[config.mk]
export PLATFORM = sky130hd
export DESIGN_NAME = sliding_window_rate_limiter_unit
export DESIGN_NICKNAME = d
export VERILOG_FILES = /design/src/swrl_pkg.sv /design/src/swrl_front.sv /design/src/swrl_back.sv /design/src/sliding_window_rate_limiter_unit.sv
export SDC_FILE = /design/constraint.sdc
export NUM_CORES = 2
export LEC_CHECK = 0
export BUFFER_PORTS_ARGS = -buffer_cell sky130_fd_sc_hd__buf_2
export CORE_ASPECT_RATIO = 2
export CORE_MARGIN = 3
export CORE_UTILIZATION = 53
export DETAILED_ROUTE_END_ITERATION = 16
export PLACE_DENSITY = 0.76
export SETUP_SLACK_MARGIN = 0.5
export SLEW_MARGIN = 15
export SYNTH_ARGS = -nofsm -noshare
export SYNTH_HDL_FRONTEND = slang
export SYNTH_MEMORY_MAX_BITS = 65536
export SYNTH_SLANG_ARGS = --single-unit
[constraint.sdc]
create_clock -name clk -period 16.4 [get_ports clk]
set_clock_uncertainty 0.05 [all_clocks]
set_input_delay 3.28 -clock clk [delete_from_list [all_inputs] [get_ports clk]]
set_output_delay 3.28 -clock clk [all_outputs]
set_load 0.01 [all_outputs]
[src/swrl_pkg.sv]
package swrl_pkg;

    // Fixed field widths of the ports
    localparam int CLIENT_W  = 4;
    localparam int NOW_W     = 32;
    localparam int HELD_W    = 4;
    localparam int MAXREQ_W  = 4;
    localparam int WINDOW_W  = 32;
    localparam int CFG_W     = 32;
    localparam int CFG_IDX_W = 1;

    // Register indexes
    localparam logic [CFG_IDX_W-1:0] REG_MAX_REQUESTS  = 1'b0;
    localparam logic [CFG_IDX_W-1:0] REG_WINDOW_LENGTH = 1'b1;

    // Register reset values
    localparam logic [MAXREQ_W-1:0] MAXREQ_RESET = 4'd5;
    localparam logic [WINDOW_W-1:0] WINDOW_RESET = 32'd60;

    // One classified request as it sits in the queue
    typedef struct packed {
        logic                in_range;
        logic [CLIENT_W-1:0] client;
        logic [NOW_W-1:0]    now;
    } item_t;

    // Queue head as seen by the back end
    typedef struct packed {
        logic  nonempty;
        item_t item;
    } queue_if_t;

    // Back end control toward the front end
    typedef struct packed {
        logic pop;
        logic clearing;
    } back_ctl_t;

endpackage

[src/swrl_front.sv]
module swrl_front #(
    parameter int CLIENTS = 16
) (
    input  logic                                clk,
    input  logic                                rst_n,
    input  logic                                start,
    input  logic [swrl_pkg::CLIENT_W-1:0]       client,
    input  logic [swrl_pkg::NOW_W-1:0]          now,
    output logic                                busy,
    input  swrl_pkg::back_ctl_t                 back_ctl,
    output swrl_pkg::queue_if_t                 queue_if
);

    // Two-entry queue between front and back
    swrl_pkg::item_t q_item_reg [2];
    logic            wr_ptr_reg, wr_ptr_next;
    logic            rd_ptr_reg, rd_ptr_next;
    logic [1:0]      fill_reg, fill_next;

    logic            push;
    swrl_pkg::item_t new_item;

    // Classify: out-of-range clients are flagged here
    always_comb
    begin
        new_item.in_range = (32'(client) < CLIENTS);
        new_item.client   = client;
        new_item.now      = now;
    end

    assign busy = (fill_reg == 2'd2) || back_ctl.clearing;
    assign push = start && !busy;

    always_comb
    begin
        wr_ptr_next = wr_ptr_reg;
        rd_ptr_next = rd_ptr_reg;
        fill_next   = fill_reg;
        if (push)
        begin
            wr_ptr_next = ~wr_ptr_reg;
        end
        if (back_ctl.pop)
        begin
            rd_ptr_next = ~rd_ptr_reg;
        end
        if (push && !back_ctl.pop)
        begin
            fill_next = fill_reg + 2'd1;
        end
        else if (!push && back_ctl.pop)
        begin
            fill_next = fill_reg - 2'd1;
        end
    end

    always_ff @(posedge clk or negedge rst_n)
    begin
        if (!rst_n)
        begin
            wr_ptr_reg <= 1'b0;
            rd_ptr_reg <= 1'b0;
            fill_reg   <= 2'd0;
        end
        else
        begin
            wr_ptr_reg <= wr_ptr_next;
            rd_ptr_reg <= rd_ptr_next;
            fill_reg   <= fill_next;
        end
    end

    // Queue payload, no reset
    always_ff @(posedge clk)
    begin
        if (push)
        begin
            q_item_reg[wr_ptr_reg] <= new_item;
        end
    end

    assign queue_if.nonempty = (fill_reg != 2'd0);
    assign queue_if.item     = q_item_reg[rd_ptr_reg];

endmodule

[src/swrl_back.sv]
module swrl_back #(
    parameter int CLIENTS   = 16,
    parameter int LOG_DEPTH = 8,
    parameter int TIME_BITS = 32
) (
    input  logic                                clk,
    input  logic                                rst_n,
    input  logic [swrl_pkg::MAXREQ_W-1:0]       max_requests,
    input  logic [swrl_pkg::WINDOW_W-1:0]       window_length,
    input  swrl_pkg::queue_if_t                 queue_if,
    output swrl_pkg::back_ctl_t                 back_ctl,
    output logic                                done,
    output logic                                allowed,
    output logic [swrl_pkg::HELD_W-1:0]         held_count
);

    localparam int SLOT_W = (LOG_DEPTH > 1) ? $clog2(LOG_DEPTH) : 1;
    localparam int CNT_W  = $clog2(LOG_DEPTH + 1);
    localparam int SUM_W  = CNT_W + 1;
    localparam int CIDX_W = (CLIENTS > 1) ? $clog2(CLIENTS) : 1;
    localparam int DEPTH  = CLIENTS * LOG_DEPTH;
    localparam int ADDR_W = (DEPTH > 1) ? $clog2(DEPTH) : 1;
    localparam int CMP_W  = (TIME_BITS > 32) ? TIME_BITS : 32;

    typedef enum logic [2:0] {
        B_IDLE,
        B_REC,
        B_SCAN,
        B_TEST,
        B_DECIDE
    } state_t;

    // Memories: stamp ring per client, and per-client record
    logic [TIME_BITS-1:0] stamp_mem [DEPTH];
    logic [SLOT_W-1:0]    slot_mem  [CLIENTS];
    logic [CNT_W-1:0]     cnt_mem   [CLIENTS];

    state_t               state_reg, state_next;
    logic                 clear_reg, clear_next;
    logic [CIDX_W-1:0]    clear_idx_reg, clear_idx_next;
    logic [CIDX_W-1:0]    cidx_reg, cidx_next;
    logic [ADDR_W-1:0]    base_reg, base_next;
    logic [TIME_BITS-1:0] now_reg, now_next;
    logic [SLOT_W-1:0]    head_reg, head_next;
    logic [CNT_W-1:0]     count_reg, count_next;
    logic                 done_reg, done_next;
    logic                 allowed_reg, allowed_next;
    logic [CNT_W-1:0]     held_reg, held_next;

    logic [TIME_BITS-1:0] stamp_rd_reg;
    logic [SLOT_W-1:0]    slot_rd_reg;
    logic [CNT_W-1:0]     cnt_rd_reg;

    logic                 pop;
    logic [CIDX_W-1:0]    q_cidx;
    logic [ADDR_W-1:0]    stamp_raddr;
    logic                 stamp_we;
    logic [ADDR_W-1:0]    stamp_waddr;
    logic                 rec_we;
    logic [CIDX_W-1:0]    rec_waddr;
    logic [SLOT_W-1:0]    rec_wslot;
    logic [CNT_W-1:0]     rec_wcnt;

    logic [TIME_BITS-1:0] age;
    logic                 expired;
    logic [SLOT_W-1:0]    head_inc;
    logic [SUM_W-1:0]     pos_sum;
    logic [SUM_W-1:0]     pos_wrap;
    logic                 accept;

    assign q_cidx      = CIDX_W'(queue_if.item.client);
    assign stamp_raddr = base_reg + ADDR_W'(head_reg);

    // Age test on the stamp just read
    assign age     = now_reg - stamp_rd_reg;
    assign expired = !age[TIME_BITS-1] && (CMP_W'(age) >= CMP_W'(window_length));

    // Ring position arithmetic
    assign head_inc = (head_reg == SLOT_W'(LOG_DEPTH - 1)) ? '0 : head_reg + SLOT_W'(1);
    assign pos_sum  = SUM_W'(head_reg) + SUM_W'(count_reg);
    assign pos_wrap = (pos_sum >= SUM_W'(LOG_DEPTH)) ? pos_sum - SUM_W'(LOG_DEPTH) : pos_sum;

    // Limit is max_requests capped at the ring depth
    assign accept = (32'(count_reg) < 32'(max_requests)) && (32'(count_reg) < LOG_DEPTH);

    // Back-end sequencer
    always_comb
    begin
        state_next     = state_reg;
        clear_next     = clear_reg;
        clear_idx_next = clear_idx_reg;
        cidx_next      = cidx_reg;
        base_next      = base_reg;
        now_next       = now_reg;
        head_next      = head_reg;
        count_next     = count_reg;
        done_next      = 1'b0;
        allowed_next   = allowed_reg;
        held_next      = held_reg;
        pop            = 1'b0;
        stamp_we       = 1'b0;
        stamp_waddr    = base_reg + ADDR_W'(pos_wrap);
        rec_we         = 1'b0;
        rec_waddr      = cidx_reg;
        rec_wslot      = head_reg;
        rec_wcnt       = count_reg;

        if (clear_reg)
        begin
            // Clearing pass over the client records after reset
            rec_we    = 1'b1;
            rec_waddr = clear_idx_reg;
            rec_wslot = '0;
            rec_wcnt  = '0;
            if (clear_idx_reg == CIDX_W'(CLIENTS - 1))
            begin
                clear_next = 1'b0;
            end
            else
            begin
                clear_idx_next = clear_idx_reg + CIDX_W'(1);
            end
        end
        else
        begin
            case (state_reg)
                B_IDLE:
                begin
                    if (queue_if.nonempty)
                    begin
                        pop       = 1'b1;
                        cidx_next = q_cidx;
                        base_next = ADDR_W'(q_cidx) * ADDR_W'(LOG_DEPTH);
                        now_next  = TIME_BITS'(queue_if.item.now);
                        if (queue_if.item.in_range)
                        begin
                            state_next = B_REC;
                        end
                        else
                        begin
                            done_next    = 1'b1;
                            allowed_next = 1'b0;
                            held_next    = '0;
                        end
                    end
                end
                B_REC:
                begin
                    head_next  = slot_rd_reg;
                    count_next = cnt_rd_reg;
                    state_next = B_SCAN;
                end
                B_SCAN:
                begin
                    state_next = (count_reg == '0) ? B_DECIDE : B_TEST;
                end
                B_TEST:
                begin
                    if (expired)
                    begin
                        head_next  = head_inc;
                        count_next = count_reg - CNT_W'(1);
                        state_next = B_SCAN;
                    end
                    else
                    begin
                        state_next = B_DECIDE;
                    end
                end
                B_DECIDE:
                begin
                    rec_we = 1'b1;
                    if (accept)
                    begin
                        stamp_we = 1'b1;
                        rec_wcnt = count_reg + CNT_W'(1);
                    end
                    done_next    = 1'b1;
                    allowed_next = accept;
                    held_next    = rec_wcnt;
                    state_next   = B_IDLE;
                end
                default:
                begin
                    state_next = B_IDLE;
                end
            endcase
        end
    end

    always_ff @(posedge clk or negedge rst_n)
    begin
        if (!rst_n)
        begin
            state_reg     <= B_IDLE;
            clear_reg     <= 1'b1;
            clear_idx_reg <= '0;
            done_reg      <= 1'b0;
            allowed_reg   <= 1'b0;
            held_reg      <= '0;
            cidx_reg      <= '0;
            base_reg      <= '0;
            now_reg       <= '0;
            head_reg      <= '0;
            count_reg     <= '0;
        end
        else
        begin
            state_reg     <= state_next;
            clear_reg     <= clear_next;
            clear_idx_reg <= clear_idx_next;
            done_reg      <= done_next;
            allowed_reg   <= allowed_next;
            held_reg      <= held_next;
            cidx_reg      <= cidx_next;
            base_reg      <= base_next;
            now_reg       <= now_next;
            head_reg      <= head_next;
            count_reg     <= count_next;
        end
    end

    // Stamp memory: one write, one registered read
    always_ff @(posedge clk)
    begin
        if (stamp_we)
        begin
            stamp_mem[stamp_waddr] <= now_reg;
        end
        stamp_rd_reg <= stamp_mem[stamp_raddr];
    end

    // Client record memory: one write, one registered read
    always_ff @(posedge clk)
    begin
        if (rec_we)
        begin
            slot_mem[rec_waddr] <= rec_wslot;
            cnt_mem[rec_waddr]  <= rec_wcnt;
        end
        slot_rd_reg <= slot_mem[q_cidx];
        cnt_rd_reg  <= cnt_mem[q_cidx];
    end

    assign back_ctl.pop      = pop;
    assign back_ctl.clearing = clear_reg;

    assign done       = done_reg;
    assign allowed    = allowed_reg;
    assign held_count = swrl_pkg::HELD_W'(held_reg);

endmodule

[src/sliding_window_rate_limiter_unit.sv]
// Channel   Handshake                  Payload
// request   start & !busy              client, now
// result    done (one-cycle strobe)    allowed, held_count
// config    cfg_we                     cfg_index, cfg_data
//
// A request leaving the queue has its client record read (B_REC), then its
// expired stamps, 0..LOG_DEPTH, are dropped in B_SCAN and B_TEST until a live
// stamp or an empty ring ends the scan; each drop is a stamp read and an age
// test. Out-of-range clients skip the scan. After reset the client records
// are cleared, busy high. A two-entry queue takes requests while the back end
// works; busy is high when it is full. Results cannot be stalled.
module sliding_window_rate_limiter_unit #(
    parameter int CLIENTS   = 16,
    parameter int LOG_DEPTH = 8,
    parameter int TIME_BITS = 32
) (
    input  logic                                clk,
    input  logic                                rst_n,
    input  logic                                start,
    output logic                                busy,
    input  logic [swrl_pkg::CLIENT_W-1:0]       client,
    input  logic [swrl_pkg::NOW_W-1:0]          now,
    output logic                                done,
    output logic                                allowed,
    output logic [swrl_pkg::HELD_W-1:0]         held_count,
    input  logic                                cfg_we,
    input  logic [swrl_pkg::CFG_IDX_W-1:0]      cfg_index,
    input  logic [swrl_pkg::CFG_W-1:0]          cfg_data
);

    logic [swrl_pkg::MAXREQ_W-1:0] max_requests_reg;
    logic [swrl_pkg::WINDOW_W-1:0] window_length_reg;

    swrl_pkg::queue_if_t queue_if;
    swrl_pkg::back_ctl_t back_ctl;

    // Configuration registers
    always_ff @(posedge clk or negedge rst_n)
    begin
        if (!rst_n)
        begin
            max_requests_reg  <= swrl_pkg::MAXREQ_RESET;
            window_length_reg <= swrl_pkg::WINDOW_RESET;
        end
        else if (cfg_we)
        begin
            case (cfg_index)
                swrl_pkg::REG_MAX_REQUESTS:
                begin
                    max_requests_reg <= cfg_data[swrl_pkg::MAXREQ_W-1:0];
                end
                swrl_pkg::REG_WINDOW_LENGTH:
                begin
                    window_length_reg <= cfg_data[swrl_pkg::WINDOW_W-1:0];
                end
                default:
                begin
                end
            endcase
        end
    end

    swrl_front #(
        .CLIENTS (CLIENTS)
    ) u_front (
        .clk      (clk),
        .rst_n    (rst_n),
        .start    (start),
        .client   (client),
        .now      (now),
        .busy     (busy),
        .back_ctl (back_ctl),
        .queue_if (queue_if)
    );

    swrl_back #(
        .CLIENTS   (CLIENTS),
        .LOG_DEPTH (LOG_DEPTH),
        .TIME_BITS (TIME_BITS)
    ) u_back (
        .clk           (clk),
        .rst_n         (rst_n),
        .max_requests  (max_requests_reg),
        .window_length (window_length_reg),
        .queue_if      (queue_if),
        .back_ctl      (back_ctl),
        .done          (done),
        .allowed       (allowed),
        .held_count    (held_count)
    );

endmodule
==> impl_metrics.csv <==
group,metric,value,unit
outcome,status,"finished clean",
power_and_ir_drop,p_comb_share,34.2,%
logic_synthesis,synth_flop_cell,"edfxtp_1",
setup_path,cp.arrival,7.95,ns
die,dieArea,0.328,sq mm
power_and_ir_drop,p_per_area,193,mW/mm^2
power_and_ir_drop,clockPowerShare,24.1,%
drt,drc,0,
drt,wl,471000,microns
power_and_ir_drop,p_seq_share,41.7,%
min_path,min_to,"window_length_reg[26]",
placed_design,io_buffers,79,
drt,vias_per_cell,6.81,
logic_synthesis,synthArstFlopShare,2.20,%
min_path,worstHoldStart,"window_length_reg[26]",
die,num_rows,293,
logic_synthesis,yosysWarnings,0,
die,die_w,407,microns
power_and_ir_drop,p_switching,13.0,mW
clocking,clk_latency,0.92,ns
layout,drive_gt1_share,31.5,%
clocking,ctsResizeCount,0,
drt,ant_nets,0,
drt,drt-initial-drc-count,12500,
min_path,hold_class,"reg2reg",
clocking,htree_levels,5,
timing,relSlewSlack,13.7,%
power_and_ir_drop,internal_power,23.3,mW
layout,finalInstanceArea,0.189,sq mm
logic_synthesis,synth_nets,7201,
min_path,holdPathStages,1,
die,fp.coreArea,0.319,sq mm
timing,period_minus_slack,7.51,ns
timing,tightest_slew,1.29,ns
global_routing,grt_overflow,0,
global_routing,grt_pass1_wl,637000,microns
setup_path,crit_required,16.84,ns
setup_path,r2r_end,"u_back.stamp_mem[64][21]",
layout,layout.nets,7432,
clocking,post_cts_buffers,0,
logic_synthesis,yosysMostFrequentCell,"edfxtp_1",
logic_synthesis,ys_seq_area_share,77.5,%
logic_synthesis,synth_edf_count,4280,
logic_synthesis,synth_seq_cells,4416,
job,max_cap_viol_count,0,
drt,wire_per_inst,39.6,microns
layout,largest_reg_flops,4096,
clocking,cts_tree,"yes",
layout,area_growth,11.0,%
die,die_y,807,microns
setup_path,path_class,"reg2reg",
drt,routed-via-count,81100,
setup_path,r2r_cells,15,
placed_design,dp_hpwl,272000,microns
global_routing,grt_max_degree,161,
clocking,cts_buffers,347,
placed_design,placed_cell_area,0.177,sq mm
die,ioPinCount,80,
clocking,path_clk_slew,0.08,ns
timing,maxSlewViolCount,0,
setup_path,crit_fanout,58,
logic_synthesis,yosys-top-cells-area,"edfxtp_1 76%, mux4_2 18%, dfrtp_1 1.3%",
setup_path,startpoint_type,"register",
logic_synthesis,synth_top_area_cell,"edfxtp_1",
drt,drt_pass1_iterations,8,
timing,rsz0062_at_grt,"no",
clocking,clkSinkCount,4416,
setup_path,crit_path_end_kind,"register",
setup_path,r2r_start,"u_back.head_reg[1]",
logic_synthesis,avgSynthCellArea,24.1,sq um
global_routing,grt_pass1_vias,80500,
logic_synthesis,syn_inst,7047,
global_routing,grt.total_usage,27.8,%
clocking,root_buffer,"clkbuf_16",
clocking,clockBufferDepth,4,
global_routing,antenna_found_initial,89,
power_and_ir_drop,peakVddDrop,0.186,mV
timing,tns,0,ns
timing,fin_crit_sh,45.8,%
logic_synthesis,netlist_top_cells_count,"4280 x edfxtp_1, 1372 x mux4_2, 226 x nor2_1",
timing,clock.fmax,0.133,GHz
timing,setup_viol,0,
clocking,holdBufCountCts,0,
power_and_ir_drop,sw_frac_of_total,35.8,%
setup_path,r2r_slack,8.89,ns
logic_synthesis,yosysTopAreaCellShare,75.6,%
placed_design,gp_congestion,0.927,
logic_synthesis,syn-cell-area,0.170,sq mm
power_and_ir_drop,leakagePower,57.4,nW
timing,hold_viol_final,0,
power_and_ir_drop,power.total,36.3,mW
die,initial_utilization,53.3,%
logic_synthesis,synth.distinct_cells,60,
## area by class of cell
cell class	count	area [sq um]
Sequential cell	4416	132000
Fill cell	21000	130000
Multi-Input combinational cell	2192	37600
Clock buffer	415	9190
Tap cell	4130	5170
Clock inverter	208	2290
Timing Repair Buffer	230	1680
Antenna cell	232	581
Inverter	91	349
## power by group through the flow
stage                     registers [mW]  logic (mW)  clock network (mW)
final                               15.2        12.4                8.76
after CTS                           15.1        12.1                8.76
after detailed placement            15.4        11.9                   0
after global placement              15.3        11.7                   0
after floorplan                     15.3        6.56                   0
after global routing                15.2        12.7                9.18
## through the flow
stage / setup WS (ns) / utilization [%] / instances / hold WS, ns
global placement: 9.27 / 55.4 / 11100 / 0.434
CTS: 9.13 / 59.0 / 11700 / 0.466
finish: 8.89 / 59.2 / 11900 / 0.462
floorplan: 10.33 / - / 7047 / 0.390
global route: 8.81 / 59.1 / 11900 / 0.480
detailed placement: 9.26 / 55.4 / 11100 / 0.433
## routing by layer
metal | global-route usage (%) | vias up | part of all wire (%)
met1 | 32.0 | 42900 | 30
met5 | 0 | - | 0.084
met4 | 22.4 | 54 | 9.5
li1 | - | 30800 | -
met3 | 4.31 | 1250 | 8.6
met2 | 46.5 | 6108 | 52
## how the worst max path moves through the flow
stage / start / to / slack, ns / cells past startpoint
global route: u_back.head_reg[1] / u_back.stamp_mem[64][21] / 8.81 / 15
CTS: u_back.head_reg[1] / u_back.stamp_mem[64][21] / 9.13 / 15
finish: u_back.head_reg[1] / u_back.stamp_mem[64][21] / 8.89 / 15
floorplan: u_back.now_reg[4] / u_back.count_reg[2] / 10.33 / 19
detailed placement: u_back.head_reg[1] / u_back.stamp_mem[68][20] / 9.26 / 15
global placement: u_back.head_reg[1] / u_back.stamp_mem[67][20] / 9.27 / 15
## critical path, cell delays in order, from the launching register on
cell     delay (ns)
dfrtp_4        0.92
buf_4          0.82
ha_1           0.39
a21o_1         0.17
a21oi_1        0.19
xnor2_1        0.14
inv_1          0.09
ha_1           0.22
o41ai_1        0.12
mux2i_1        0.28
ha_1           0.28
inv_1          0.10
fa_1           0.68
nor2b_1        0.57
nand2_1        0.81
nor2_4         1.14
## kinds of logic after synthesis
family / synth area share (%)
AO/OA/AOI/OAI: 0.783
XOR/XNOR: 0.237
adder cells (fa/ha/maj): 0.609
buffers and inverters: 1.07
flip-flops: 77.5
multiplexers: 18.9
AND/OR/NAND/NOR: 0.948
## cell usage in the layout, fill, tap and decap left out, drive strengths merged, types with 4 or more instances in the layout
master       n
diode      232
dfrtp       90
and2         7
and3         8
nand2b       5
a21oi       96
o21a         4
nor2       226
dfstp        7
buf        230
o21ai       22
nand3       15
nor2b       24
mux2i       46
a31oi        9
xor2        13
a21o        33
inv        103
nand4       14
a221o        7
a211oi      11
edfxtp    4280
clkinvlp    28
o21bai       4
xnor2       33
mux4      1372
nor3         8
ha          78
bufinv      44
clkinv     124
clkbuf     415
dfxtp       39
nand2       51
mux2        65
Note: power is estimated with default switching activity, not from simulation.
